**src/rtl/core/ilb_pkg.sv**
```systemverilog
`default_nettype none

package ilb_pkg;

  // screen coordinates and raster limits
  localparam int SCREEN_BITS = 12;
  localparam int SCREEN_MAX  = 4096;
  localparam int SIZE_BITS   = 13;
  localparam int SCALE_BITS  = 4;
  localparam int COLOR_BITS  = 32;
  localparam int PADDR_W     = 5;
  localparam int PDATA_W     = 32;

  // defaults for the top-level parameters
  localparam int DEF_FRAME_WIDTH  = 256;
  localparam int DEF_FRAME_HEIGHT = 240;
  localparam int DEF_MAX_FACTOR   = 15;

  // floor(d / s) == (d * recip(s)) >> RECIP_SHIFT for every 12-bit d and s in 1..15
  localparam int RECIP_SHIFT = 16;
  localparam int RECIP_BITS  = 17;
  localparam int QUOT_BITS   = SCREEN_BITS + RECIP_BITS;

  localparam logic KIND_WRITE = 1'b0;
  localparam logic KIND_TICK  = 1'b1;

  typedef enum logic [2:0] {
    REG_SCREEN_WIDTH  = 3'd0,
    REG_SCREEN_HEIGHT = 3'd1,
    REG_SCALE         = 3'd2,
    REG_OFFSET_X      = 3'd3,
    REG_OFFSET_Y      = 3'd4
  } reg_index_t;

  // register values after range limiting
  typedef struct packed {
    logic [SIZE_BITS-1:0]   width;
    logic [SIZE_BITS-1:0]   height;
    logic [SCALE_BITS-1:0]  scale;
    logic [SCREEN_BITS-1:0] off_x;
    logic [SCREEN_BITS-1:0] off_y;
  } cfg_t;

  // one accepted transaction with its screen position resolved
  typedef struct packed {
    logic                   tick;
    logic [SCREEN_BITS-1:0] x;
    logic [SCREEN_BITS-1:0] y;
    logic [COLOR_BITS-1:0]  color;
    logic                   eol;
    logic                   eof;
  } item_t;

  // frame store access prepared by the mapping stages
  typedef struct packed {
    logic                  tick;
    logic                  we;
    logic                  in_area;
    logic                  eol;
    logic                  eof;
    logic [COLOR_BITS-1:0] color;
  } access_t;

  function automatic logic [RECIP_BITS-1:0] recip(input logic [SCALE_BITS-1:0] s);
    logic [RECIP_BITS-1:0] r;
    case (s)
      4'd1:    r = 17'd65536;
      4'd2:    r = 17'd32768;
      4'd3:    r = 17'd21846;
      4'd4:    r = 17'd16384;
      4'd5:    r = 17'd13108;
      4'd6:    r = 17'd10923;
      4'd7:    r = 17'd9363;
      4'd8:    r = 17'd8192;
      4'd9:    r = 17'd7282;
      4'd10:   r = 17'd6554;
      4'd11:   r = 17'd5958;
      4'd12:   r = 17'd5462;
      4'd13:   r = 17'd5042;
      4'd14:   r = 17'd4682;
      4'd15:   r = 17'd4370;
      default: r = 17'd65536;
    endcase
    return r;
  endfunction

endpackage

`default_nettype wire

```
**src/rtl/core/ilb_raster.sv**
```systemverilog
`default_nettype none

module ilb_raster (
  input  logic                           clk,
  input  logic                           rst,
  input  ilb_pkg::cfg_t                  cfg,
  input  logic                           take,
  input  logic                           kind,
  input  logic [7:0]                     pos_x,
  input  logic [7:0]                     pos_y,
  input  logic [ilb_pkg::COLOR_BITS-1:0] color,
  input  logic                           down_ready,
  output logic                           ready,
  output logic                           valid,
  output ilb_pkg::item_t                 item
);
  import ilb_pkg::*;

  logic [SCREEN_BITS-1:0] screen_col;
  logic [SCREEN_BITS-1:0] screen_row;
  logic [SCREEN_BITS-1:0] screen_col_next;
  logic [SCREEN_BITS-1:0] screen_row_next;
  logic                   eol;
  logic                   last_row;

  assign ready = !valid || down_ready;

  always_comb begin
    eol      = ({1'b0, screen_col} + SIZE_BITS'(1)) >= cfg.width;
    last_row = ({1'b0, screen_row} + SIZE_BITS'(1)) >= cfg.height;
    if (eol) begin
      screen_col_next = '0;
      screen_row_next = last_row ? '0 : screen_row + SCREEN_BITS'(1);
    end else begin
      screen_col_next = screen_col + SCREEN_BITS'(1);
      screen_row_next = screen_row;
    end
  end

  always_ff @(posedge clk) begin
    if (rst) begin
      valid      <= 1'b0;
      screen_col <= '0;
      screen_row <= '0;
    end else if (take) begin
      valid <= 1'b1;
      if (kind == KIND_TICK) begin
        screen_col <= screen_col_next;
        screen_row <= screen_row_next;
      end
    end else if (down_ready) begin
      valid <= 1'b0;
    end
  end

  always_ff @(posedge clk) begin
    if (take) begin
      item.tick  <= (kind == KIND_TICK);
      item.x     <= (kind == KIND_TICK) ? screen_col : SCREEN_BITS'(pos_x);
      item.y     <= (kind == KIND_TICK) ? screen_row : SCREEN_BITS'(pos_y);
      item.color <= color;
      item.eol   <= (kind == KIND_TICK) && eol;
      item.eof   <= (kind == KIND_TICK) && eol && last_row;
    end
  end

endmodule

`default_nettype wire

```
**config.mk**
```make
export PLATFORM = sky130hd
export DESIGN_NAME = ilb_raster
export DESIGN_NICKNAME = d
export VERILOG_FILES = /design/src/rtl/core/ilb_pkg.sv /design/src/rtl/core/ilb_raster.sv
export SDC_FILE = /design/constraint.sdc
export NUM_CORES = 1
export LEC_CHECK = 0
export BUFFER_PORTS_ARGS = -buffer_cell sky130_fd_sc_hd__buf_4
export CELL_PAD_IN_SITES_DETAIL_PLACEMENT = 0
export CELL_PAD_IN_SITES_GLOBAL_PLACEMENT = 2
export CORE_UTILIZATION = 32
export DETAILED_ROUTE_END_ITERATION = 8
export GPL_ROUTABILITY_DRIVEN = 0
export PLACE_DENSITY_LB_ADDON = 0.1
export SLEW_MARGIN = 20
export SYNTH_ARGS = -nofsm -noshare
export SYNTH_HDL_FRONTEND = slang
export SYNTH_SLANG_ARGS = --single-unit
```
**constraint.sdc**
```tcl
create_clock -name clk -period 5.4 [get_ports clk]
set_clock_uncertainty 0.05 [all_clocks]
set_input_delay 0.27 -clock clk [delete_from_list [all_inputs] [get_ports clk]]
set_output_delay 0.27 -clock clk [all_outputs]
set_load 0.005 [all_outputs]
```
==> flow_summary.html <==
<table>
<tr><th>Metric</th><th>Value</th></tr>
<tr><th colspan="2">Yosys</th></tr>
<tr><td>Total standard cell area after synthesis</td><td>approximately 4200 um2</td></tr>
<tr><td>Count of synthesis-stage warnings from yosys</td><td>0</td></tr>
<tr><td>Syn_area_per_cell</td><td>between 10 and 15 um2</td></tr>
<tr><td>Number of flops mapped to enable cells by yosys</td><td>just under 60</td></tr>
<tr><td>Post-synthesis net count</td><td>approximately 500</td></tr>
<tr><td>Number of different library cells in the post-synthesis netlist</td><td>45</td></tr>
<tr><td>Cell count after synthesis</td><td>roughly 370</td></tr>
<tr><td>#FFs+latches synth</td><td>84</td></tr>
<tr><td>Async set-reset flop share out of synthesis</td><td>0%</td></tr>
<tr><td>Sequential element share of the synthesized area</td><td>a little over half</td></tr>
<tr><td>Most instantiated flip-flop cell in the synthesis netlist</td><td>edfxtp_1</td></tr>
<tr><th colspan="2">Clocking</th></tr>
<tr><td>CTS Buf Count</td><td>9</td></tr>
<tr><td>CTS H-tree lvls</td><td>3</td></tr>
<tr><td>Hold buffer count at CTS</td><td>0</td></tr>
<tr><td>Deepest clock path buffer count</td><td>2</td></tr>
<tr><td>CTS Root Cell</td><td>clkbuf_16</td></tr>
<tr><td>Buffer count from post-CTS setup fixing</td><td>0</td></tr>
<tr><td>Gates resized, CTS repair</td><td>0</td></tr>
<tr><td>Clock tree from TritonCTS</td><td>built</td></tr>
<tr><td>Worst-path clk slew</td><td>~0.070 ns</td></tr>
<tr><td>Source-to-sink clock delay at the later pin of the worst-skew pair</td><td>0.34 ns</td></tr>
<tr><td>CTS sink cnt</td><td>84</td></tr>
<tr><th colspan="2">Layout</th></tr>
<tr><td>Diodes inserted</td><td>0</td></tr>
<tr><td>Final Net Count</td><td>around 640</td></tr>
<tr><td>Area growth syn-to-layout</td><td>35.8%</td></tr>
<tr><td>Most common cell after layout, fill and taps aside</td><td>buf_4</td></tr>
<tr><td>Commonest cells after routing, fill and taps aside</td><td>buf_4, edfxtp_1, inv_1, ha_1, nand2_1</td></tr>
<tr><td>Share of cells above drive strength 1</td><td>36.4%</td></tr>
<tr><th colspan="2">Global route</th></tr>
<tr><td>Total routing usage reported by global routing</td><td>15.6%</td></tr>
<tr><td>Total global routing overflow</td><td>0</td></tr>
<tr><td>First-pass GRT wire length</td><td>~16 mm</td></tr>
<tr><td>Largest net degree at the start of global routing</td><td>50</td></tr>
<tr><td>Number of global-route vias before repair</td><td>between 2k and 3k</td></tr>
<tr><td>Number of antenna violations at the first check in global routing</td><td>0</td></tr>
<tr><th colspan="2">Timing</th></tr>
<tr><td>Number of max-slew violations in the final report</td><td>0</td></tr>
<tr><td>Minimum clock period after layout</td><td>3.87 ns</td></tr>
<tr><td>Total negative slack for setup checks</td><td>0 ns</td></tr>
<tr><td>Max Clock Freq</td><td>~260 MHz</td></tr>
<tr><td>Post-route fraction of the period consumed by the critical path</td><td>71.6%</td></tr>
<tr><td>Actual slew at the worst max-slew pin</td><td>0.649 ns</td></tr>
<tr><td>Hold WS</td><td>~0.053 ns</td></tr>
<tr><td>Setup ws final</td><td>1.53 ns</td></tr>
<tr><td>Final hold violations</td><td>0</td></tr>
<tr><td>RSZ-0062 raised after global routing</td><td>no</td></tr>
<tr><td>Final count of negative-setup-slack endpoints</td><td>0</td></tr>
<tr><td>Slew headroom</td><td>between 50% and 60%</td></tr>
<tr><th colspan="2">Drt</th></tr>
<tr><td>Routed length per placed instance</td><td>15.4 um</td></tr>
<tr><td>Vias after detailed routing</td><td>about 3.2k</td></tr>
<tr><td>Via-to-Cell Ratio</td><td>4.65</td></tr>
<tr><td>Detailed-route DRC error count</td><td>0</td></tr>
<tr><td>Number of optimization iterations in the first detailed-route pass</td><td>5</td></tr>
<tr><td>Total detailed-routing wirelength</td><td>~10 mm</td></tr>
<tr><td>Antenna Nets Post-Route</td><td>0</td></tr>
<tr><td>Number of violations reported at the end of detailed-routing iteration 0</td><td>251</td></tr>
<tr><th colspan="2">Power and ir drop</th></tr>
<tr><td>Maximum ir drop on the vdd rail</td><td>~170 uV</td></tr>
<tr><td>Power per standard cell area</td><td>between 200 and 300 nW/um2</td></tr>
<tr><td>Leak pwr</td><td>between 2 and 2.5 nW</td></tr>
<tr><th colspan="2">Critical path</th></tr>
<tr><td>Category of the most critical setup path</td><td>flip-flop to flip-flop</td></tr>
<tr><td>CP most frequent cell</td><td>ha_1</td></tr>
<tr><td>Arrival time at the worst endpoint</td><td>slightly above 4 ns</td></tr>
<tr><td>R2r startpoint</td><td>screen_row[0]</td></tr>
<tr><td>Reg2reg path depth</td><td>12</td></tr>
<tr><td>CP max-delay cell</td><td>or3b_1</td></tr>
<tr><td>R2R Setup Slk</td><td>~1.5 ns</td></tr>
<tr><td>Worst R2R End</td><td>screen_row[11]</td></tr>
<tr><td>Maximum single-stage delay on the critical path</td><td>around 0.64 ns</td></tr>
<tr><td>CP endpoint kind</td><td>flip-flop</td></tr>
<tr><td>Ordered cell list for the critical path</td><td>ha_1 &gt; nand3_1 &gt; or2_1 &gt; nor2_1 &gt; nand2_1 &gt; xnor2_1 &gt; ha_1 &gt; and4_1 &gt; a21oi_1 &gt; o211a_1 &gt; or3b_1 &gt; o31ai_2</td></tr>
<tr><td>Maximum fanout along the worst path</td><td>13</td></tr>
<tr><td>Required time of the critical path</td><td>roughly 5.6 ns</td></tr>
<tr><td>Kind of launch point of the worst setup path</td><td>flip-flop</td></tr>
<tr><th colspan="2">Place</th></tr>
<tr><td>Half-perimeter wire length of the detailed placement result</td><td>7.51 mm</td></tr>
<tr><td>Pre-CTS setup slack</td><td>1.51 ns</td></tr>
<tr><td>Number of port buffers</td><td>between 100 and 150</td></tr>
<tr><th colspan="2">Floorplanning</th></tr>
<tr><td>Placeable Area</td><td>around 13000 um2</td></tr>
<tr><td>Placement row count</td><td>slightly above 40</td></tr>
<tr><td>Die X</td><td>117 um</td></tr>
<tr><td>Chip height</td><td>around 120 um</td></tr>
<tr><td>Initial Util</td><td>about a third</td></tr>
<tr><td>Top Ports</td><td>roughly 170</td></tr>
<tr><td>Area enclosed by the die boundary</td><td>between 10000 and 15000 um2</td></tr>
<tr><th colspan="2">Min path</th></tr>
<tr><td>Worst hold path stage count</td><td>1</td></tr>
<tr><td>Type of the worst min-delay path</td><td>input pin to flip-flop</td></tr>
<tr><td>Startpoint of the lowest-slack hold path</td><td>color[17]</td></tr>
<tr><td>Hold Path Sink</td><td>item[19]</td></tr>
<tr><th colspan="2">Flow run</th></tr>
<tr><td>Max-cap violations</td><td>0</td></tr>
<tr><th colspan="2">Outcome</th></tr>
<tr><td>Result of the run</td><td>completed</td></tr>
</table>
worst max-delay path by stage:
| stage | from | to | cells after the start |
|---|---|---|---|
| finish | screen_row[0] | screen_row[11] | 12 |
| global route | screen_row[0] | screen_row[7] | 12 |
| CTS | screen_row[0] | screen_row[2] | 12 |
| detailed placement | screen_row[0] | screen_row[2] | 12 |
| global placement | screen_row[0] | screen_row[3] | 12 |
| floorplan | screen_row[0] | screen_row[11] | 13 |
layer usage:
metal	global-route usage, %	vias to the layer above	part of all wire, %
met1	22.2	1416	49
met4	6.08	0	1.4
met5	0	-	0
li1	-	1603	-
met2	23.2	132	42
met3	2.85	12	7.7
state kept, by name, indices dropped and copies added, names as in the netlist:
signal / count
screen_row: 12
item: 59
screen_col: 12
valid: 1
logic make-up after synthesis:
kind of cell               Yosys count  synth area share, %
AOI/OAI and AO/OA                   61                 10.6
DFF                                 84                 54.1
buffers and inverters               50                 4.77
adders and majority gates           29                 8.64
xor gates and xnor gates            20                 4.17
and+or+nand+nor                    108                 13.5
muxes                               16                 4.29
report_power, final:
| group | total (W) | internal (W) | switching [W] |
|---|---|---|---|
| Clock | 0.000625 | 0.000361 | 0.000264 |
| Sequential | 0.000743 | 0.000728 | 0.0000154 |
| Combinational | 0.000155 | 0.0000928 | 0.0000617 |
critical path: cells and delay by family (launching register included):
kind	cells	cell delay, ns
DFF	1	0.45
adders and majority gates	2	0.54
xor gates and xnor gates	1	0.21
AOI/OAI and AO/OA	3	0.86
and+or+nand+nor	6	1.67
area by class of cell:
| cell class | count | area (um2) |
|---|---|---|
| fillers | 1225 | 7020 |
| flip-flops and latches | 84 | 2270 |
| multi-input cells | 234 | 1730 |
| repair buffers | 142 | 1070 |
| clock buffers | 9 | 225 |
| well taps | 172 | 215 |
| inverters | 32 | 120 |
| clock inverters | 7 | 76.3 |
cells in the mapped netlist, types with 2 or more instances:
master	instances	area share [%]
xor2_1	5	1.0
and2_1	9	1.3
a21oi_1	20	2.4
xnor2_1	15	3.1
dfxtp_1	25	12
nand4_1	8	1.2
a211oi_1	2	0.36
and4_1	2	0.42
ha_1	29	8.6
nor2_1	11	0.98
nand3b_1	2	0.36
a32oi_1	8	1.7
o21ai_1	3	0.36
a21o_1	2	0.36
buf_2	4	0.48
nor3b_1	2	0.36
nand2b_1	2	0.30
o31ai_2	8	2.4
edfxtp_1	59	42
nand2_1	26	2.3
o21ai_0	7	0.83
a31oi_1	2	0.30
nand3_1	22	2.6
mux2_2	16	4.3
nor3_1	5	0.60
inv_1	32	2.9
buf_1	2	0.18
and3_1	9	1.3
nor2b_1	5	0.74
clkbuf_1	11	0.98
through the flow:
stage / power, W / util [%] / area, um2 / std cells
5_1_grt: 0.00158 / 44.8 / 5700 / 680
3_5_place_dp: 0.000915 / 42.5 / 5400 / 664
3_3_place_gp: 0.000913 / 42.5 / 5400 / 664
6_report: 0.00152 / 44.8 / 5700 / 680
2_1_floorplan: 0.000801 / - / 4200 / 368
4_1_cts: 0.00154 / 44.8 / 5700 / 680
No activity file was read; power rests on OpenSTA's default activity.
