`config.mk`:
```
export PLATFORM = sky130hd
export DESIGN_NAME = ilb_cfg
export DESIGN_NICKNAME = d
export VERILOG_FILES = /design/src/rtl/core/ilb_pkg.sv /design/src/rtl/core/ilb_cfg.sv
export SDC_FILE = /design/constraint.sdc
export NUM_CORES = 1
export LEC_CHECK = 0
export BUFFER_PORTS_ARGS = -buffer_cell sky130_fd_sc_hd__buf_2
export CAP_MARGIN = 20
export CORE_ASPECT_RATIO = 0.5
export CORE_UTILIZATION = 43
export CTS_BUF_LIST = sky130_fd_sc_hd__clkbuf_16
export CTS_CLUSTER_SIZE = 20
export DETAILED_ROUTE_END_ITERATION = 10
export GPL_TIMING_DRIVEN = 0
export PLACE_DENSITY = 0.81
export RECOVER_POWER = 25
export SLEW_MARGIN = 20
export SYNTH_ARGS = -nofsm -noshare
export SYNTH_HDL_FRONTEND = slang
export SYNTH_SLANG_ARGS = --single-unit
export TNS_END_PERCENT = 1
```
`constraint.sdc`:
```
create_clock -name clk -period 1 [get_ports clk]
set_input_delay 0.05 -clock clk [delete_from_list [all_inputs] [get_ports clk]]
set_output_delay 0.05 -clock clk [all_outputs]
set_load 0.05 [all_outputs]
```
`src/rtl/core/ilb_pkg.sv`:
```
`default_nettype none

package ilb_pkg;

  // screen coordinates and raster limits
  localparam int SCREEN_BITS = 12;
  localparam int SCREEN_MAX  = 4096;
  localparam int SIZE_BITS   = 13;
  localparam int SCALE_BITS  = 4;
  localparam int COLOR_BITS  = 32;
  localparam int PADDR_W     = 5;
  localparam int PDATA_W     = 32;

  // defaults for the top-level parameters
  localparam int DEF_FRAME_WIDTH  = 256;
  localparam int DEF_FRAME_HEIGHT = 240;
  localparam int DEF_MAX_FACTOR   = 15;

  // floor(d / s) == (d * recip(s)) >> RECIP_SHIFT for every 12-bit d and s in 1..15
  localparam int RECIP_SHIFT = 16;
  localparam int RECIP_BITS  = 17;
  localparam int QUOT_BITS   = SCREEN_BITS + RECIP_BITS;

  localparam logic KIND_WRITE = 1'b0;
  localparam logic KIND_TICK  = 1'b1;

  typedef enum logic [2:0] {
    REG_SCREEN_WIDTH  = 3'd0,
    REG_SCREEN_HEIGHT = 3'd1,
    REG_SCALE         = 3'd2,
    REG_OFFSET_X      = 3'd3,
    REG_OFFSET_Y      = 3'd4
  } reg_index_t;

  // register values after range limiting
  typedef struct packed {
    logic [SIZE_BITS-1:0]   width;
    logic [SIZE_BITS-1:0]   height;
    logic [SCALE_BITS-1:0]  scale;
    logic [SCREEN_BITS-1:0] off_x;
    logic [SCREEN_BITS-1:0] off_y;
  } cfg_t;

  // one accepted transaction with its screen position resolved
  typedef struct packed {
    logic                   tick;
    logic [SCREEN_BITS-1:0] x;
    logic [SCREEN_BITS-1:0] y;
    logic [COLOR_BITS-1:0]  color;
    logic                   eol;
    logic                   eof;
  } item_t;

  // frame store access prepared by the mapping stages
  typedef struct packed {
    logic                  tick;
    logic                  we;
    logic                  in_area;
    logic                  eol;
    logic                  eof;
    logic [COLOR_BITS-1:0] color;
  } access_t;

  function automatic logic [RECIP_BITS-1:0] recip(input logic [SCALE_BITS-1:0] s);
    logic [RECIP_BITS-1:0] r;
    case (s)
      4'd1:    r = 17'd65536;
      4'd2:    r = 17'd32768;
      4'd3:    r = 17'd21846;
      4'd4:    r = 17'd16384;
      4'd5:    r = 17'd13108;
      4'd6:    r = 17'd10923;
      4'd7:    r = 17'd9363;
      4'd8:    r = 17'd8192;
      4'd9:    r = 17'd7282;
      4'd10:   r = 17'd6554;
      4'd11:   r = 17'd5958;
      4'd12:   r = 17'd5462;
      4'd13:   r = 17'd5042;
      4'd14:   r = 17'd4682;
      4'd15:   r = 17'd4370;
      default: r = 17'd65536;
    endcase
    return r;
  endfunction

endpackage

`default_nettype wire

```
`src/rtl/core/ilb_cfg.sv`:
```
`default_nettype none

module ilb_cfg #(
  parameter int MAX_FACTOR = ilb_pkg::DEF_MAX_FACTOR
) (
  input  logic                        clk,
  input  logic                        rst,
  input  logic                        psel,
  input  logic                        penable,
  input  logic                        pwrite,
  input  logic [ilb_pkg::PADDR_W-1:0] paddr,
  input  logic [ilb_pkg::PDATA_W-1:0] pwdata,
  output logic [ilb_pkg::PDATA_W-1:0] prdata,
  output logic                        pready,
  output ilb_pkg::cfg_t               cfg
);
  import ilb_pkg::*;

  logic [SIZE_BITS-1:0]   screen_width;
  logic [SIZE_BITS-1:0]   screen_height;
  logic [SCALE_BITS-1:0]  scale;
  logic [SCREEN_BITS-1:0] offset_x;
  logic [SCREEN_BITS-1:0] offset_y;
  reg_index_t             idx;

  assign pready = 1'b1;
  assign idx    = reg_index_t'(paddr[4:2]);

  always_ff @(posedge clk) begin
    if (rst) begin
      screen_width  <= SIZE_BITS'(DEF_FRAME_WIDTH);
      screen_height <= SIZE_BITS'(DEF_FRAME_HEIGHT);
      scale         <= SCALE_BITS'(1);
      offset_x      <= '0;
      offset_y      <= '0;
    end else if (psel && penable && pwrite) begin
      case (idx)
        REG_SCREEN_WIDTH:  screen_width  <= pwdata[SIZE_BITS-1:0];
        REG_SCREEN_HEIGHT: screen_height <= pwdata[SIZE_BITS-1:0];
        REG_SCALE:         scale         <= pwdata[SCALE_BITS-1:0];
        REG_OFFSET_X:      offset_x      <= pwdata[SCREEN_BITS-1:0];
        REG_OFFSET_Y:      offset_y      <= pwdata[SCREEN_BITS-1:0];
        default: ;
      endcase
    end
  end

  always_comb begin
    case (idx)
      REG_SCREEN_WIDTH:  prdata = PDATA_W'(screen_width);
      REG_SCREEN_HEIGHT: prdata = PDATA_W'(screen_height);
      REG_SCALE:         prdata = PDATA_W'(scale);
      REG_OFFSET_X:      prdata = PDATA_W'(offset_x);
      REG_OFFSET_Y:      prdata = PDATA_W'(offset_y);
      default:           prdata = '0;
    endcase
  end

  // range limiting
  always_comb begin
    if (screen_width == '0)                          cfg.width = SIZE_BITS'(1);
    else if (screen_width > SIZE_BITS'(SCREEN_MAX))  cfg.width = SIZE_BITS'(SCREEN_MAX);
    else                                             cfg.width = screen_width;
    if (screen_height == '0)                         cfg.height = SIZE_BITS'(1);
    else if (screen_height > SIZE_BITS'(SCREEN_MAX)) cfg.height = SIZE_BITS'(SCREEN_MAX);
    else                                             cfg.height = screen_height;
    if (scale == '0)                                 cfg.scale = SCALE_BITS'(1);
    else if (scale > SCALE_BITS'(MAX_FACTOR))        cfg.scale = SCALE_BITS'(MAX_FACTOR);
    else                                             cfg.scale = scale;
    cfg.off_x = offset_x;
    cfg.off_y = offset_y;
  end

endmodule

`default_nettype wire

```
==> results.py, run 1 <==
metrics = {
    "floorplan": {
        "die_h_um": 61.5,
        "die_area_mm2": 0.00745,
        "core_region_area_mm2": 0.00678,
        "io_pins": 129,
        "rows": 21,
        "initial_core_util_pct": 45.0,
        "die_x_um": 121,
    },
    "global_routing": {
        "grt_max_degree": 16,
        "grt_first_pass_wirelength_mm": 14.2,
        "grt_usage_pct": 25.8,
        "overflow": 0,
        "grt_pass1_vias": 2638,
        "antenna_found_initial": 0,
    },
    "timing": {
        "finClkSkew_ns": 0,
        "fmax_ghz": 0.673,
        "rsz0062_at_grt": "true",
        "slew_violations": 0,
        "worst_slew_pin_slew_ns": 0.613,
        "min_period_ns": 1.49,
        "finalCritPeriodShare_pct": 149,
        "slew_headroom_pct": 59.1,
        "finalSetupTns_ns": -9.76,
        "finalWorstSetupSlack_ns": -0.487,
        "setup_viol": 43,
        "hold_violations": 0,
    },
    "setup_path": {
        "cp-start-kind": "flip-flop",
        "worstPathMaxFanout": 4,
        "critical_path_required_ns": 0.95,
        "r2r_cells": 3,
        "endpoint_kind": "output pin",
        "timing.rr.start": "scale[3]",
        "arrival_ns": 1.44,
        "cp-startpoint": "screen_height[11]",
        "crit_type": "flip-flop to output pin",
    },
    "clock_network": {
        "postCtsHoldBufs": 0,
        "insertion_delay_ns": 0.29,
        "clock-sinks": 54,
        "cts_max_level": 2,
        "cts_buffers": 5,
        "cts_buffer_depth": 2,
        "cts.clk_slew.worst_paths_ns": 0.07,
        "postCtsSetupBuffers": 0,
        "cts_tree": "done",
        "clock-root-buffer": "clkbuf_16",
    },
    "route": {
        "post_drt_wl_per_cell_um": 18.5,
        "viasPerCell": 5.29,
        "initialDrtViolationCount": 194,
        "via_count": 2822,
        "ant_nets": 0,
        "firstDrtPassIters": 4,
        "drc_errors": 0,
        "wl_mm": 9.84,
    },
    "placement": {
        "postPlaceCellArea_mm2": 0.00395,
        "place.detailed.hpwl_mm": 6.25,
        "numPortBuffers": 85,
        "place_ws_ns": -0.560,
        "gp_congestion": 0.854,
        "dp_cells": 526,
    },
    "logic_synthesis": {
        "synth.distinct_cells": 31,
        "syn-cell-area_mm2": 0.00305,
        "syn-mean-instance-area_um2": 9.21,
        "yosysSeqAreaShare_pct": 35.5,
        "yosysWarnings": 0,
        "syn_inst": 331,
        "ys_ff_latch": 54,
    },
    "flow_run": {
        "drv_cap": 0,
    },
    "min_path": {
        "hold_class": "input pin to flip-flop",
        "min_delay_path_depth": 3,
        "min-delay-start": "pwdata[5]",
    },
    "finish": {
        "layout.nets": 482,
        "nFillCells": 499,
        "drive_gt1_share_pct": 52.4,
        "design_area_mm2": 0.00462,
        "area_growth_pct": 51.4,
        "diodes": 0,
        "layout.cells.non_filler": 533,
    },
    "power": {
        "ir_worst_vdd_v": 0.000691,
        "p_per_area_mw_per_mm2": 1030,
        "leakagePower_nw": 2.10,
        "finalPower_mw": 4.76,
    },
    "run_status": {
        "violations": "negative setup slack",
        "status": "complete, but fails checks",
    },
}
==> layer usage <==
metal | part of all wire, % | track usage (%)
met5 | 0 | 0
met3 | 7.1 | 4.44
met1 | 42 | 32.4
met4 | 2.3 | 10.4
met2 | 48 | 45.6
==> cell usage in the layout (no fill, tap or decap), types with 2 or more instances in the layout <==
| cell | n |
|---|---|
| nand2b_1 | 59 |
| mux2i_1 | 55 |
| buf_2 | 39 |
| buf_6 | 39 |
| dfxtp_2 | 34 |
| buf_4 | 27 |
| conb_1 | 20 |
| dfxtp_1 | 14 |
| nor2b_1 | 10 |
| clkbuf_1 | 10 |
| nor2_1 | 10 |
| nand2_1 | 9 |
| nor2b_4 | 9 |
| a2bb2oi_2 | 8 |
| o21ai_4 | 8 |
| nor2b_2 | 8 |
| clkbuf_16 | 7 |
| clkbuf_4 | 7 |
| o21ai_0 | 6 |
| dfxtp_4 | 6 |
| buf_8 | 4 |
| nor4_4 | 4 |
| nor3_1 | 4 |
| a22oi_1 | 4 |
| mux2_2 | 4 |
| a22oi_2 | 4 |
| o22ai_4 | 4 |
| clkbuf_2 | 3 |
| mux2i_2 | 3 |
| nor2_4 | 3 |
| or2_2 | 2 |
| and3_1 | 2 |
==> power breakdown <==
part | switching, mW | internal [mW] | leakage [nW] | total (mW)
clock | 0.795 | 0.909 | 0.0724 | 1.70
sequential | 0.0213 | 2.15 | 0.454 | 2.17
combinational | 0.577 | 0.310 | 1.57 | 0.887
==> kinds of logic (layout without fill, tap and decap cells) <==
| logic type | Yosys count | count (layout) | synth area share [%] |
|---|---|---|---|
| AOI/OAI and AO/OA | 37 | 37 | 8.08 |
| buffers and inverters | 47 | 139 | 9.52 |
| DFF | 54 | 54 | 35.5 |
| muxes | 63 | 63 | 20.8 |
| other | 2 | 20 | 0.246 |
| and+or+nand+nor | 128 | 128 | 25.9 |
==> cell usage after synthesis <==
master	instances	area, µm²
buf_6	3	33.8
or2_2	2	12.5
dfxtp_1	54	1080
o22ai_1	4	25.0
and3_1	2	12.5
nor2_4	1	11.3
nor2b_1	27	169
mux2_2	4	45.0
nand3_4	1	17.5
nand2b_1	59	369
a22oi_1	8	60.1
nor2_1	12	45.0
nor4_1	4	25.0
mux2i_1	59	591
and3b_1	1	8.76
clkbuf_1	15	56.3
nand4b_4	1	23.8
nor3_1	5	25.0
a31oi_1	2	12.5
buf_1	2	7.51
and4b_2	1	11.3
buf_2	4	20.0
nor3b_1	1	7.51
nand3_1	1	5.00
nand2_1	9	33.8
a211o_1	1	8.76
a2bb2oi_1	8	70.1
conb_1	2	7.51
o21ai_0	14	70.1
buf_4	23	173
nand3b_2	1	11.3
==> timing repair <==
action / CTS / global route
gates resized for setup: 119 / 43
setup endpoints to repair: 43 / 69
pin swaps: 7 / 0
endpoints found under the hold margin: 0 / 0
==> final cells by class <==
class                      instances  area [µm²]  area share, %
timing repair buffer              85         706           15.3
multi-input combinational        248        2160           46.9
clock inverter                     3        12.5          0.271
clock buffer                       5         125           2.71
buffer                            46         347           7.51
tap                               92         115           2.49
sequential                        54        1150           24.8
==> worst max-delay path: stages (launching register included) <==
cell and delay [ns]:
dfxtp_2 0.35, nor4_4 0.31, a31oi_1 0.17, nor2_4 0.15
buf_8 0.15
==> final timing paths <==
kind | endpoint | slack (ns)
max | cfg[28] | -0.49
min | screen_height[5] | 0.06
max reg2reg | scale[3] | 0.24
min reg2reg | offset_y[4] | 0.49
==> registers in the layout, indices dropped and copies added, names as in the netlist <==
signal and flops:
screen_height 13, screen_width 13, offset_x 12, offset_y 12, scale 4
==> through the flow <==
| stage | util, % | hold slack [ns] |
|---|---|---|
| after floorplan | - | 0.211 |
| after global placement | 58.2 | 0.325 |
| after detailed placement | 58.2 | 0.341 |
| after CTS | 66.0 | 0.0465 |
| after global routing | 68.1 | 0.0617 |
| final | 68.1 | 0.0575 |
(Power assumes the default switching activity.)
==> inputs of run 2 (changes only) <==
--- a/config.mk
+++ b/config.mk
@@ -15,6 +15,7 @@
 export GPL_TIMING_DRIVEN = 0
 export PLACE_DENSITY = 0.81
 export RECOVER_POWER = 25
+export REMOVE_ABC_BUFFERS = 1
 export SLEW_MARGIN = 20
 export SYNTH_ARGS = -nofsm -noshare
 export SYNTH_HDL_FRONTEND = slang
==> results.py, run 2 (synthesis results as in run 1) <==
metrics = {
    "finish": {
        "area_growth_pct": 35.0,
        "reg_top3": "screen_height: 13 flops, screen_width: 13 flops",
        "drive_gt1_share_pct": 43.0,
        "design_area_mm2": 0.00412,
        "fin_util_pct": 60.7,
        "final_common_cell": "nand2b_1",
        "layout.cells.non_filler": 492,
        "diodes": 0,
        "nFillCells": 505,
        "layout.nets": 441,
        "final_cell_mix": "nand2b_1 (59), mux2i_1 (58), buf_6 (35)",
    },
    "timing": {
        "worst_slew_pin_slew_ns": 0.554,
        "slew_headroom_pct": 63.0,
        "min_period_ns": 1.46,
        "fmax_ghz": 0.685,
        "setup_viol": 64,
        "slew_violations": 0,
        "finalWorstSetupSlack_ns": -0.461,
        "holdWs_ns": 0.0282,
        "rsz0062_at_grt": "true",
        "finClkSkew_ns": 0,
        "finalSetupTns_ns": -8.82,
        "hold_violations": 0,
        "finalCritPeriodShare_pct": 146,
    },
    "setup_path": {
        "cp-startpoint": "screen_width[9]",
        "cp-start-kind": "flip-flop",
        "worst-path-buf-inv": 1,
        "r2r_cells": 2,
        "critical_path_required_ns": 0.95,
        "critical-path-top-delay-family": "simple AND/OR/NAND/NOR gates",
        "arrival_ns": 1.41,
        "cp-endpoint": "cfg[41]",
        "crit_type": "flip-flop to output pin",
        "cpMaxStageDelayCell": "dfxtp_2",
        "endpoint_kind": "output pin",
        "timing.rr.start": "screen_height[12]",
        "crit_cells": 4,
        "timing.rr.end": "screen_height[12]",
        "critPathMaxStageDelay_ns": 0.35,
        "r2r_slack_ns": 0.18,
        "worstPathMaxFanout": 4,
        "cp_cell_sequence": "nor4_4 -> a31oi_1 -> nor2_1 -> buf_6",
    },
    "global_routing": {
        "grt_pass1_vias": 2485,
        "grt_first_pass_wirelength_mm": 13.1,
        "overflow": 0,
        "antenna_found_initial": 0,
        "grt_usage_pct": 23.3,
        "grt_max_degree": 73,
    },
    "clock_network": {
        "cts.clk_slew.worst_paths_ns": 0.07,
        "cts_max_level": 2,
        "clock-root-buffer": "clkbuf_16",
        "cts_buffers": 5,
        "postCtsHoldBufs": 0,
        "cts_tree": "done",
        "clock-sinks": 54,
        "cts_buffer_depth": 2,
        "insertion_delay_ns": 0.29,
    },
    "power": {
        "ir_worst_vdd_v": 0.000625,
        "p_per_area_mw_per_mm2": 1250,
        "finalPower_mw": 5.14,
        "leakagePower_nw": 1.87,
    },
    "route": {
        "via_count": 2779,
        "viasPerCell": 5.65,
        "initialDrtViolationCount": 274,
        "post_drt_wl_per_cell_um": 19.0,
        "firstDrtPassIters": 5,
        "drc_errors": 0,
        "ant_nets": 0,
        "wl_mm": 9.36,
    },
    "floorplan": {
        "io_pins": 129,
        "die_area_mm2": 0.00745,
        "die_x_um": 121,
        "core_region_area_mm2": 0.00678,
        "initial_core_util_pct": 45.0,
        "rows": 21,
        "die_h_um": 61.5,
    },
    "placement": {
        "gp_congestion": 0.766,
        "place_ws_ns": -1.01,
        "dp_cells": 482,
        "postPlaceCellArea_mm2": 0.00340,
        "numPortBuffers": 87,
        "place.detailed.hpwl_mm": 5.20,
    },
    "min_path": {
        "hold_class": "input pin to flip-flop",
    },
    "flow_run": {
        "drv_cap": 0,
    },
    "run_status": {
        "status": "complete, but fails checks",
        "violations": "negative setup slack",
    },
}
## run 2: changes by cell type in the layout (fill, tap and decap cells not counted), sizes merged
cell	before	now
buf	109	74
clkbuf	27	21
bufinv	0	2
clkinv	2	1
inv	1	0
## run 2: layer usage
metal / share of wire (%) / global-route usage, % / vias up
met4: 2.4 / 9.52 / 0
met1: 43 / 29.6 / 1357
li1: - / - / 1235
met3: 8.1 / 5.28 / 26
met2: 47 / 39.3 / 161
met5: 0 / 0 / -
## run 2: worst min-delay path by stage
stage,start,endpoint,cells past startpoint,slack [ns]
finish,pwdata[7],screen_height[7],3,0.03
global placement,pwdata[0],scale[0],3,0.32
floorplan,rst,screen_width[8],1,0.14
detailed placement,pwdata[0],scale[0],3,0.33
CTS,pwdata[0],scale[0],3,0.04
global route,pwdata[7],screen_height[7],3,0.04
## run 2: tightest hold or removal path: stages
cell and delay [ns]:
buf_2 0.09, nor2_1 0.04, mux2i_1 0.11
## run 2: layout make-up
cell class / instances / area [µm²] / area share, %
clock buffers: 5 / 125 / 3.04
clock inverters: 3 / 63.8 / 1.55
flip-flops and latches: 54 / 1140 / 27.8
multi-input cells: 248 / 1920 / 46.5
well taps: 92 / 115 / 2.80
repair buffers: 90 / 754 / 18.3
## run 2: report_power, final
part	leakage, nW	internal [mW]	switching, mW
combinational	1.33	0.220	0.510
clock	0.0915	1.43	0.813
sequential	0.448	2.14	0.0232
total	1.87	3.79	1.35
## run 2: timing repair
action | 4_1_cts | 5_1_grt
buffers inserted | 2 | 0
setup endpoints to repair | 84 | 72
pin swaps | 11 | 7
resized for setup | 130 | 57
