**src/rtl/core/ilb_pkg.sv**
```systemverilog
`default_nettype none

package ilb_pkg;

  // screen coordinates and raster limits
  localparam int SCREEN_BITS = 12;
  localparam int SCREEN_MAX  = 4096;
  localparam int SIZE_BITS   = 13;
  localparam int SCALE_BITS  = 4;
  localparam int COLOR_BITS  = 32;
  localparam int PADDR_W     = 5;
  localparam int PDATA_W     = 32;

  // defaults for the top-level parameters
  localparam int DEF_FRAME_WIDTH  = 256;
  localparam int DEF_FRAME_HEIGHT = 240;
  localparam int DEF_MAX_FACTOR   = 15;

  // floor(d / s) == (d * recip(s)) >> RECIP_SHIFT for every 12-bit d and s in 1..15
  localparam int RECIP_SHIFT = 16;
  localparam int RECIP_BITS  = 17;
  localparam int QUOT_BITS   = SCREEN_BITS + RECIP_BITS;

  localparam logic KIND_WRITE = 1'b0;
  localparam logic KIND_TICK  = 1'b1;

  typedef enum logic [2:0] {
    REG_SCREEN_WIDTH  = 3'd0,
    REG_SCREEN_HEIGHT = 3'd1,
    REG_SCALE         = 3'd2,
    REG_OFFSET_X      = 3'd3,
    REG_OFFSET_Y      = 3'd4
  } reg_index_t;

  // register values after range limiting
  typedef struct packed {
    logic [SIZE_BITS-1:0]   width;
    logic [SIZE_BITS-1:0]   height;
    logic [SCALE_BITS-1:0]  scale;
    logic [SCREEN_BITS-1:0] off_x;
    logic [SCREEN_BITS-1:0] off_y;
  } cfg_t;

  // one accepted transaction with its screen position resolved
  typedef struct packed {
    logic                   tick;
    logic [SCREEN_BITS-1:0] x;
    logic [SCREEN_BITS-1:0] y;
    logic [COLOR_BITS-1:0]  color;
    logic                   eol;
    logic                   eof;
  } item_t;

  // frame store access prepared by the mapping stages
  typedef struct packed {
    logic                  tick;
    logic                  we;
    logic                  in_area;
    logic                  eol;
    logic                  eof;
    logic [COLOR_BITS-1:0] color;
  } access_t;

  function automatic logic [RECIP_BITS-1:0] recip(input logic [SCALE_BITS-1:0] s);
    logic [RECIP_BITS-1:0] r;
    case (s)
      4'd1:    r = 17'd65536;
      4'd2:    r = 17'd32768;
      4'd3:    r = 17'd21846;
      4'd4:    r = 17'd16384;
      4'd5:    r = 17'd13108;
      4'd6:    r = 17'd10923;
      4'd7:    r = 17'd9363;
      4'd8:    r = 17'd8192;
      4'd9:    r = 17'd7282;
      4'd10:   r = 17'd6554;
      4'd11:   r = 17'd5958;
      4'd12:   r = 17'd5462;
      4'd13:   r = 17'd5042;
      4'd14:   r = 17'd4682;
      4'd15:   r = 17'd4370;
      default: r = 17'd65536;
    endcase
    return r;
  endfunction

endpackage

`default_nettype wire

```
**src/rtl/core/ilb_map.sv**
```systemverilog
`default_nettype none

module ilb_map #(
  parameter int FRAME_WIDTH  = ilb_pkg::DEF_FRAME_WIDTH,
  parameter int FRAME_HEIGHT = ilb_pkg::DEF_FRAME_HEIGHT,
  parameter int MAX_FACTOR   = ilb_pkg::DEF_MAX_FACTOR,
  localparam int AW = $clog2(FRAME_WIDTH * FRAME_HEIGHT)
) (
  input  logic              clk,
  input  logic              rst,
  input  ilb_pkg::cfg_t     cfg,
  input  logic              up_valid,
  input  ilb_pkg::item_t    item,
  output logic              ready,
  input  logic              down_ready,
  output logic              valid,
  output ilb_pkg::access_t  acc,
  output logic [AW-1:0]     addr
);
  import ilb_pkg::*;

  localparam int XW   = $clog2(FRAME_WIDTH);
  localparam int YW   = $clog2(FRAME_HEIGHT);
  localparam int LIMW = $clog2(FRAME_WIDTH * MAX_FACTOR + 1);
  localparam int CW   = (LIMW > SCREEN_BITS) ? LIMW : SCREEN_BITS;

  // offset removal, rectangle test and reciprocal multiply
  logic                   v2;
  logic                   tick2;
  logic                   in_area2;
  logic                   wok2;
  logic                   eol2;
  logic                   eof2;
  logic [QUOT_BITS-1:0]   qmx2;
  logic [QUOT_BITS-1:0]   qmy2;
  logic [SCREEN_BITS-1:0] x2;
  logic [SCREEN_BITS-1:0] y2;
  logic [COLOR_BITS-1:0]  color2;
  logic                   ready2;
  logic                   ready3;

  logic [SCREEN_BITS-1:0] dx;
  logic [SCREEN_BITS-1:0] dy;
  logic [CW-1:0]          lim_x;
  logic [CW-1:0]          lim_y;
  logic [RECIP_BITS-1:0]  r;
  logic                   in_area;
  logic                   wok;

  always_comb begin
    dx      = item.x - cfg.off_x;
    dy      = item.y - cfg.off_y;
    lim_x   = CW'(FRAME_WIDTH) * CW'(cfg.scale);
    lim_y   = CW'(FRAME_HEIGHT) * CW'(cfg.scale);
    r       = recip(cfg.scale);
    in_area = (item.x >= cfg.off_x) && (item.y >= cfg.off_y) &&
              (CW'(dx) < lim_x) && (CW'(dy) < lim_y);
    wok     = (item.x < SCREEN_BITS'(FRAME_WIDTH)) && (item.y < SCREEN_BITS'(FRAME_HEIGHT));
  end

  // upstream sees the first stage's ready
  assign ready3 = !valid || down_ready;
  assign ready2 = !v2 || ready3;
  assign ready  = ready2;

  always_ff @(posedge clk) begin
    if (rst) begin
      v2 <= 1'b0;
    end else if (ready2) begin
      v2 <= up_valid;
    end
  end

  always_ff @(posedge clk) begin
    if (ready2 && up_valid) begin
      tick2    <= item.tick;
      in_area2 <= in_area;
      wok2     <= wok;
      eol2     <= item.eol;
      eof2     <= item.eof;
      qmx2     <= QUOT_BITS'(dx) * QUOT_BITS'(r);
      qmy2     <= QUOT_BITS'(dy) * QUOT_BITS'(r);
      x2       <= item.x;
      y2       <= item.y;
      color2   <= item.color;
    end
  end

  // store address; outside the game area the read goes to entry zero
  logic [XW-1:0] col;
  logic [YW-1:0] row;
  logic [AW-1:0] addr_next;

  always_comb begin
    if (tick2) begin
      col = in_area2 ? qmx2[RECIP_SHIFT +: XW] : '0;
      row = in_area2 ? qmy2[RECIP_SHIFT +: YW] : '0;
    end else begin
      col = x2[XW-1:0];
      row = y2[YW-1:0];
    end
    addr_next = AW'(row) * AW'(FRAME_WIDTH) + AW'(col);
  end

  always_ff @(posedge clk) begin
    if (rst) begin
      valid <= 1'b0;
    end else if (ready3) begin
      valid <= v2;
    end
  end

  always_ff @(posedge clk) begin
    if (ready3 && v2) begin
      acc.tick    <= tick2;
      acc.we      <= !tick2 && wok2;
      acc.in_area <= in_area2;
      acc.eol     <= eol2;
      acc.eof     <= eof2;
      acc.color   <= color2;
      addr        <= addr_next;
    end
  end

endmodule

`default_nettype wire

```
**config.mk**
```make
export PLATFORM = sky130hd
export DESIGN_NAME = ilb_map
export DESIGN_NICKNAME = d
export VERILOG_FILES = /design/src/rtl/core/ilb_pkg.sv /design/src/rtl/core/ilb_map.sv
export SDC_FILE = /design/constraint.sdc
export NUM_CORES = 1
export LEC_CHECK = 0
export BUFFER_PORTS_ARGS = -buffer_cell sky130_fd_sc_hd__buf_2
export CAP_MARGIN = 25
export CELL_PAD_IN_SITES_DETAIL_PLACEMENT = 0
export CELL_PAD_IN_SITES_GLOBAL_PLACEMENT = 2
export CORE_MARGIN = 1.5
export CORE_UTILIZATION = 39
export DETAILED_ROUTE_END_ITERATION = 10
export PLACE_DENSITY = 0.91
export SYNTH_ARGS = -nofsm -noshare
export SYNTH_HDL_FRONTEND = slang
export SYNTH_SLANG_ARGS = --single-unit
```
**constraint.sdc**
```tcl
create_clock -name clk -period 9.3 [get_ports clk]
set_clock_uncertainty 0.2 [all_clocks]
set_input_delay 0.93 -clock clk [delete_from_list [all_inputs] [get_ports clk]]
set_output_delay 0.93 -clock clk [all_outputs]
set_load 0.005 [all_outputs]
```
==> impl_table.tex, run 1 <==
\begin{tabular}{lr}
\hline
Metric & Value \\
\hline
\multicolumn{2}{l}{\textbf{Setup path}} \\
\quad Crit path buffers/inverters & 6 \\
\quad Endpoint of the worst register-to-register path & qmy2[23]\$\_DFFE\_PP\_ \\
\quad Reg-to-reg setup timing slack & 7.26 ns \\
\quad Critical Setup Path Class & in -> reg \\
\quad Most numerous cell on the critical path & sky130\_fd\_sc\_hd\_\_fa\_1 \\
\quad Slowest CP cell & sky130\_fd\_sc\_hd\_\_o41ai\_1 \\
\quad Length in cells of the worst reg-to-reg path & 3 \\
\quad Signal arrival time at the worst endpoint & just over 8 ns \\
\quad WP data required & 9.26 ns \\
\quad Critical path's largest stage delay & between 0.5 and 0.6 ns \\
\quad Startpoint class of the critical path & input port \\
\quad Endpoint class of the critical path & flop \\
\quad RR Startpoint & valid\$\_SDFFE\_PP0P\_ \\
\quad Highest net fanout along the worst path & 6 \\
\quad Top Family by Delay on Critical Path & adder cells \\
\multicolumn{2}{l}{\textbf{Global routing}} \\
\quad Global routing usage summed across all routing layers & 0.192 \\
\quad Vias in the first global route & 13200 \\
\quad First-pass GRT wire length & 67.4 mm \\
\quad Number of antenna violations at the first check in global routing & 0 \\
\quad Maximum number of pins on one net before global-route repair & 70 \\
\quad Grt total ovfl & 0 \\
\multicolumn{2}{l}{\textbf{Place}} \\
\quad Routability Congestion & 0.852 \\
\quad Cell Area, Placed & 18300 µm² \\
\quad Port Buffer Count & about 150 \\
\quad HPWL reported at the end of detailed placement & 33.0 mm \\
\multicolumn{2}{l}{\textbf{STA}} \\
\quad Headroom to the max-slew limit & 0.311 \\
\quad Final Cycle Share & 0.883 \\
\quad Setup repair after global routing missed its margin & no \\
\quad Slew of the pin with the lowest slew margin & 1.03 ns \\
\quad Final setup viols & 0 \\
\quad Final Hold Vio Count & 0 \\
\quad Max-slew violation total from the final report & 0 \\
\quad Total negative slack for setup checks & 0 ns \\
\quad Maximum clock frequency & 0.122 GHz \\
\quad Minimum clock period & between 8 and 9 ns \\
\multicolumn{2}{l}{\textbf{Clocking}} \\
\quad Total number of H-tree levels & 4 \\
\quad Number of buffers added by the clock tree synthesis step & 17 \\
\quad Clock tree from TritonCTS & yes \\
\quad Clock sink count & 124 \\
\quad Number of setup buffers added after CTS & 0 \\
\quad Clock buffer depth & 2 \\
\quad Gates resized, CTS repair & 0 \\
\quad Register clock-pin slew on the reported worst setup and hold paths & 0.06 ns \\
\quad Latest clock arrival within the worst-skew pair & 0.41 ns \\
\quad Quantity of hold-fixing buffers added after cts & 0 \\
\quad CTS root buffer & sky130\_fd\_sc\_hd\_\_clkbuf\_16 \\
\multicolumn{2}{l}{\textbf{Synthesis}} \\
\quad Cell types occupying the most area after synthesis & sky130\_fd\_sc\_hd\_\_fa\_1, sky130\_fd\_sc\_hd\_\_edfxtp\_1, sky130\_fd\_sc\_hd\_\_ha\_1 \\
\quad Number of synthesized flops with an enable pin & roughly 120 \\
\quad Synth cell types & 66 \\
\quad Post-synthesis cell type with the largest combined area & sky130\_fd\_sc\_hd\_\_fa\_1 \\
\quad Primary FF master, synth & sky130\_fd\_sc\_hd\_\_edfxtp\_1 \\
\quad Portion of synthesized cell area occupied by the leading cell type & 0.344 \\
\quad Synthesized area & 16800 µm² \\
\quad Synthesis Warnings & 0 \\
\quad Proportion of synthesized flip-flops having asynchronous set or reset & 0 \\
\quad Synthesized instance count & 1762 \\
\quad Synthesized flop and latch total & approximately 120 \\
\quad Syn\_nets & 2302 \\
\quad Avg Inst Size Synth & 9.52 µm² \\
\quad Fraction of the yosys area taken by sequential cells & 0.221 \\
\multicolumn{2}{l}{\textbf{Pwr}} \\
\quad Overall power & 6.43 mW \\
\quad Maximum resistive drop on vdd & 0.000485 V \\
\quad Leakage power figure & 9.23 nW \\
\quad Power per unit of standard cell area & 340 nW/µm² \\
\multicolumn{2}{l}{\textbf{Cells and area}} \\
\quad Utilization after layout & 0.448 \\
\quad Number of fill cells & between 4000 and 5000 \\
\quad Number of nets in the layout & 2449 \\
\quad Final Cell Area & 18900 µm² \\
\quad Share of layout cells above drive strength 1 & 0.124 \\
\quad P\&R area growth vs syn & 12.8\% \\
\multicolumn{2}{l}{\textbf{Routing}} \\
\quad Initial drt markers & 510 \\
\quad Total via count after detailed routing & 11900 \\
\quad Via density & 4.83 \\
\quad Antenna viol nets, final & 0 \\
\quad Final WL & 40.1 mm \\
\quad Average wire per cell in the routed design & 16.3 µm \\
\quad First-pass DRT Iterations & 4 \\
\quad DRC viols & 0 \\
\multicolumn{2}{l}{\textbf{Status}} \\
\quad Status & complete, no violations \\
\multicolumn{2}{l}{\textbf{Flow run}} \\
\quad \# Max-Cap Violations & 0 \\
\multicolumn{2}{l}{\textbf{Die}} \\
\quad Vertical die dimension & 210 µm \\
\quad Site Rows & 75 \\
\quad Core region area & roughly 42000 µm² \\
\quad Initial Utilization & 0.397 \\
\quad Number of top-level design ports & 172 \\
\quad Die area & 44300 µm² \\
\quad Chip width & 210 µm \\
\multicolumn{2}{l}{\textbf{Min path}} \\
\quad Min-Delay Endpoint & acc[32]\$\_DFFE\_PP\_ \\
\quad Path category of the worst min-delay check & reg -> reg \\
\quad Hold wc startpoint & eof2\$\_DFFE\_PP\_ \\
\quad Worst Hold Path Cells & 0 \\
\hline
\end{tabular}
[cells by family after synthesis]
kind of cell,synth area share
adder cells (fa/ha/maj),0.444
XOR/XNOR,0.0318
AO/OA/AOI/OAI,0.0608
multiplexers,0.00119
flip-flops,0.221
AND/OR/NAND/NOR,0.135
buffers and inverters,0.106
[through the flow]
stage	hold WS, ns	worst slack [ns]	cells
finish	0.217	1.09	2462
global route	0.225	0.540	2461
CTS	0.218	1.05	2461
detailed placement	0.205	0.701	2429
global placement	0.200	0.732	2429
floorplan	0.200	1.50	1762
[per-layer routing]
layer,GRT usage,up-vias,share of wire
li1,-,5672,-
met1,0.257,6011,0.45
met2,0.336,184,0.51
met3,0.0226,36,0.029
met4,0.0384,0,0.014
met5,0,-,0
[cell usage in the layout (no fill, tap or decap), drive strengths merged, types with 3 or more instances in the layout]
cell type	Yosys	final
nor2	119	119
o21a	12	12
clkbuf	52	21
inv	416	417
xnor2	36	36
fa	288	288
bufinv	0	4
and3	6	6
xor2	18	18
nand2	302	302
nor2b	13	13
a211oi	5	5
o21bai	5	5
a21o	22	22
nand2b	22	22
a31oi	3	3
o21ai	43	43
nand4	4	4
edfxtp	122	122
and2	20	20
clkinv	1	7
nor3	10	10
buf	3	183
o211ai	6	6
a21oi	35	35
a21boi	3	3
or3	4	4
ha	135	135
a221oi	3	3
nand3	12	12
o31ai	3	3
nor4	5	5
[cells in the mapped netlist (all sizes together) (10+ instances only)]
cell	n
inv	416
nand2	302
fa	288
ha	135
edfxtp	122
nor2	119
clkbuf	52
o21ai	43
xnor2	36
a21oi	35
a21o	22
nand2b	22
and2	20
xor2	18
nor2b	13
nand3	12
o21a	12
nor3	10
[area by class of cell]
| class | count | area, µm² | share of cell area |
|---|---|---|---|
| diodes | 1 | 2.50 | 0.000132 |
| repair buffers | 183 | 1010 | 0.0534 |
| clock inverters | 11 | 166 | 0.00880 |
| inverters | 417 | 1570 | 0.0828 |
| flip-flops and latches | 124 | 3700 | 0.196 |
| clock buffers | 21 | 450 | 0.0238 |
| well taps | 539 | 674 | 0.0357 |
| multi-input cells | 1166 | 11300 | 0.600 |
[where the power goes]
part           switching (mW)  internal [mW]
combinational            2.76           2.10
sequential             0.0185          0.851
clock                   0.244          0.455
total                    3.02           3.41
[flip-flops by register name (all words and copies together), names as in the netlist]
| register | count |
|---|---|
| in_area2 | 1 |
| addr | 16 |
| eof2 | 1 |
| v2 | 1 |
| color2 | 32 |
| wok2 | 1 |
| qmy2 | 8 |
| y2 | 8 |
| valid | 1 |
| qmx2 | 8 |
| tick2 | 1 |
| eol2 | 1 |
| x2 | 8 |
| acc | 37 |
[worst register-to-register path, delay by kind of cell, from the launching register on]
family | cells | cell delay, ns
AND/OR/NAND/NOR | 3 | 1.09
flip-flops | 1 | 0.31
[how the worst max path moves through the flow]
| stage | start | endpoint | slack, ns | cells after the start |
|---|---|---|---|---|
| 2_1_floorplan | item[34] | qmy2[23]$_DFFE_PP_ | 1.50 | 30 |
| 3_3_place_gp | cfg[4] | qmy2[23]$_DFFE_PP_ | 0.73 | 29 |
| 3_5_place_dp | cfg[4] | qmy2[23]$_DFFE_PP_ | 0.70 | 29 |
| 4_1_cts | cfg[4] | qmy2[23]$_DFFE_PP_ | 1.05 | 29 |
| 5_1_grt | cfg[4] | qmy2[23]$_DFFE_PP_ | 0.54 | 29 |
| 6_report | cfg[4] | qmy2[23]$_DFFE_PP_ | 1.09 | 29 |
No activity file was read; power rests on OpenSTA's default activity.
==> run 2, diff against run 1 <==
--- a/config.mk
+++ b/config.mk
@@ -10,9 +10,9 @@
 export CELL_PAD_IN_SITES_DETAIL_PLACEMENT = 0
 export CELL_PAD_IN_SITES_GLOBAL_PLACEMENT = 2
 export CORE_MARGIN = 1.5
-export CORE_UTILIZATION = 39
+export CORE_UTILIZATION = 30
 export DETAILED_ROUTE_END_ITERATION = 10
-export PLACE_DENSITY = 0.91
+export PLACE_DENSITY = 0.74
 export SYNTH_ARGS = -nofsm -noshare
 export SYNTH_HDL_FRONTEND = slang
 export SYNTH_SLANG_ARGS = --single-unit
==> impl_table.tex, run 2 (synthesized netlist as in run 1, its figures left out) <==
\begin{tabular}{lr}
\hline
Metric & Value \\
\hline
\multicolumn{2}{l}{\textbf{Clocking}} \\
\quad Clock tree from TritonCTS & yes \\
\quad Clock sink count & 124 (unchanged) \\
\quad Register clock-pin slew on the reported worst setup and hold paths & 0.07 ns (about the same) \\
\quad Quantity of hold-fixing buffers added after cts & 0 (unchanged) \\
\quad Number of setup buffers added after CTS & 0 (unchanged) \\
\quad Gates resized, CTS repair & 0 (unchanged) \\
\quad CTS root buffer & sky130\_fd\_sc\_hd\_\_clkbuf\_16 \\
\quad Total number of H-tree levels & 4 (unchanged) \\
\quad Number of buffers added by the clock tree synthesis step & 17 (unchanged) \\
\quad Latest clock arrival within the worst-skew pair & 0.42 ns (about the same) \\
\quad Clock buffer depth & 2 (unchanged) \\
\multicolumn{2}{l}{\textbf{Routing}} \\
\quad Met1 Routed Length & 19.5 mm (+8.3\%) \\
\quad Total via count after detailed routing & 12000 (+0.72\%) \\
\quad DRC viols & 0 (unchanged) \\
\quad Initial drt markers & 573 (+12\%) \\
\quad Highest signal layer in the routed design & met4 \\
\quad Via density & 4.48 (-7.3\%) \\
\quad Antenna viol nets, final & 0 (unchanged) \\
\quad Final WL & 42.5 mm (+5.9\%) \\
\quad Met2 Routed Length & 21.4 mm (+5.3\%) \\
\quad Routed wire length on met3 & 1.10 mm (-6.2\%) \\
\quad First-pass DRT Iterations & 7 (+3) \\
\quad Average wire per cell in the routed design & 15.9 µm (-2.5\%) \\
\multicolumn{2}{l}{\textbf{Place}} \\
\quad Post-placement worst setup slack & 0.656 ns (-0.0454 ns) \\
\quad HPWL reported at the end of detailed placement & 34.7 mm (+5.2\%) \\
\quad Port Buffer Count & 145 (unchanged) \\
\quad Routability Congestion & 0.821 (-3.6\%) \\
\multicolumn{2}{l}{\textbf{Pwr}} \\
\quad Power per unit of standard cell area & 338 nW/µm² (-0.58\%) \\
\quad Maximum resistive drop on vdd & 0.000287 V (-41\%) \\
\quad Leakage power figure & 9.23 nW (about the same) \\
\multicolumn{2}{l}{\textbf{STA}} \\
\quad Headroom to the max-slew limit & 0.315 (+0.00380) \\
\quad Max-slew violation total from the final report & 0 (unchanged) \\
\quad Final Cycle Share & 0.878 (-0.00494) \\
\quad Min setup slack post-route & 1.14 ns (+0.0459 ns) \\
\quad Final Hold Vio Count & 0 (unchanged) \\
\quad Slew of the pin with the lowest slew margin & 1.02 ns (-0.0117 ns) \\
\quad Minimum clock period & 8.16 ns (-0.0459 ns) \\
\quad Total negative slack for setup checks & 0 ns (unchanged) \\
\quad Tightest hold margin & 0.211 ns (-0.00563 ns) \\
\quad Final setup viols & 0 (unchanged) \\
\quad Setup repair after global routing missed its margin & no \\
\quad Maximum clock frequency & 0.122 GHz (+0.56\%) \\
\multicolumn{2}{l}{\textbf{Global routing}} \\
\quad First-pass GRT wire length & 69.3 mm (+2.8\%) \\
\quad Vias in the first global route & 12800 (-3.0\%) \\
\quad Global routing usage summed across all routing layers & 0.155 (-0.0367) \\
\quad Number of antenna violations at the first check in global routing & 0 (unchanged) \\
\quad Maximum number of pins on one net before global-route repair & 70 (unchanged) \\
\quad Grt total ovfl & 0 (unchanged) \\
\multicolumn{2}{l}{\textbf{Status}} \\
\quad Status & complete, no violations \\
\multicolumn{2}{l}{\textbf{Cells and area}} \\
\quad Number of fill cells & 5663 (+38\%) \\
\quad Share of layout cells above drive strength 1 & 0.126 (+0.00234) \\
\quad Register with the most flip-flops & acc \\
\quad Sequential cell area & 3700 µm² (unchanged) \\
\quad P\&R area growth vs syn & 14.4\% \\
\quad Antenna diode count & 0 (-1) \\
\quad Total area of multi-input combinational cells & 11300 µm² (about the same) \\
\quad Largest registers ranked by flip-flop count & acc: 37 flops, color2: 32 flops, addr: 16 flops \\
\quad Number of nets in the layout & 2453 (+0.16\%) \\
\quad Most common cell after layout, fill and taps aside & sky130\_fd\_sc\_hd\_\_inv\_1 \\
\quad Most frequent cells in the layout & sky130\_fd\_sc\_hd\_\_inv\_1, sky130\_fd\_sc\_hd\_\_nand2\_1, sky130\_fd\_sc\_hd\_\_fa\_1, sky130\_fd\_sc\_hd\_\_buf\_2, sky130\_fd\_sc\_hd\_\_ha\_1 \\
\quad Max reg flops & 37 (unchanged) \\
\multicolumn{2}{l}{\textbf{Flow run}} \\
\quad \# Max-Cap Violations & 0 (unchanged) \\
\multicolumn{2}{l}{\textbf{Setup path}} \\
\quad Length in cells of the worst reg-to-reg path & 3 (unchanged) \\
\quad Endpoint class of the critical path & flop \\
\quad Startpoint class of the critical path & input port \\
\quad Endpoint of the worst register-to-register path & y2[5]\$\_DFFE\_PP\_ \\
\quad Critical path's largest stage delay & 0.56 ns (-0.03 ns) \\
\quad Reg-to-reg setup timing slack & 7.27 ns (about the same) \\
\quad Critical Setup Path Class & in -> reg \\
\quad Most numerous cell on the critical path & sky130\_fd\_sc\_hd\_\_fa\_1 \\
\quad RR Startpoint & valid\$\_SDFFE\_PP0P\_ \\
\quad Slowest CP cell & sky130\_fd\_sc\_hd\_\_o41ai\_1 \\
\quad Signal arrival time at the worst endpoint & 8.14 ns (-0.03 ns) \\
\quad Highest net fanout along the worst path & 10 (+4) \\
\quad WP data required & 9.28 ns (+0.02 ns) \\
\multicolumn{2}{l}{\textbf{Die}} \\
\quad Number of top-level design ports & 172 (unchanged) \\
\quad Vertical die dimension & 239 µm (+14\%) \\
\quad Site Rows & 86 (+15\%) \\
\quad Die area & 57300 µm² (+30\%) \\
\quad Initial Utilization & 0.304 (-0.0933) \\
\quad Chip width & 239 µm (+14\%) \\
\quad Core region area & 55200 µm² (+31\%) \\
\multicolumn{2}{l}{\textbf{Min path}} \\
\quad Worst Hold Path Cells & 0 (unchanged) \\
\quad Hold wc startpoint & color2[9]\$\_DFFE\_PP\_ \\
\quad Path category of the worst min-delay check & reg -> reg \\
\quad Min-Delay Endpoint & acc[9]\$\_DFFE\_PP\_ \\
\hline
\end{tabular}
-- run 2: cell count changes in the layout (fill, tap and decap cells not counted), sizes merged --
cell	before	now
clkbuf	21	17
clkinv	7	4
diode	1	0
bufinv	4	3
buf	183	187
clkinvlp	0	4
inv	417	421
-- run 2: per-layer routing --
metal / global-route usage / vias to the layer above
li1: - / 5679
met1: 0.210 / 6106
met2: 0.270 / 175
met3: 0.0188 / 29
met4: 0.0234 / 0
met5: 0 / -
-- run 2: worst max-delay path by stage --
stage,depth (start not counted),startpoint,to
4_1_cts,32,item[34],qmy2[23]$_DFFE_PP_
3_5_place_dp,32,item[34],qmy2[23]$_DFFE_PP_
2_1_floorplan,30,item[34],qmy2[23]$_DFFE_PP_
5_1_grt,32,item[34],qmy2[23]$_DFFE_PP_
6_report,32,item[34],qmy2[23]$_DFFE_PP_
3_3_place_gp,32,item[34],qmy2[23]$_DFFE_PP_
-- run 2: critical path, delay by kind of cell --
kind | cells | cell delay, ns
simple gates | 5 | 0.72
compound gates | 8 | 2.13
xor+xnor | 3 | 0.46
buf+inv | 8 | 0.63
fa+ha+maj | 8 | 3.25
-- run 2: where the power goes --
group	switching, mW	leakage (nW)	total [mW]	internal, mW
clock	0.265	0.287	0.690	0.425
combinational	2.80	7.75	4.92	2.12
sequential	0.0175	1.19	0.869	0.851
total	3.08	9.23	6.48	3.40
-- run 2: layout make-up --
| class | count | share of cell area |
|---|---|---|
| clock inverters | 15 | 0.00972 |
| inverters | 417 | 0.0816 |
| clock buffers | 17 | 0.0222 |
| repair buffers | 187 | 0.0543 |
| multi-input cells | 1166 | 0.590 |
| well taps | 748 | 0.0488 |
| flip-flops and latches | 124 | 0.193 |
-- run 2: per-stage QoR --
stage	area, µm²	power, mW	utilization	std cells
detailed placement	18600	5.90	0.337	2642
global placement	18600	5.91	0.337	2642
finish	19200	6.48	0.348	2674
floorplan	16800	4.55	-	1762
CTS	19200	6.66	0.348	2674
global route	19200	7.40	0.348	2674
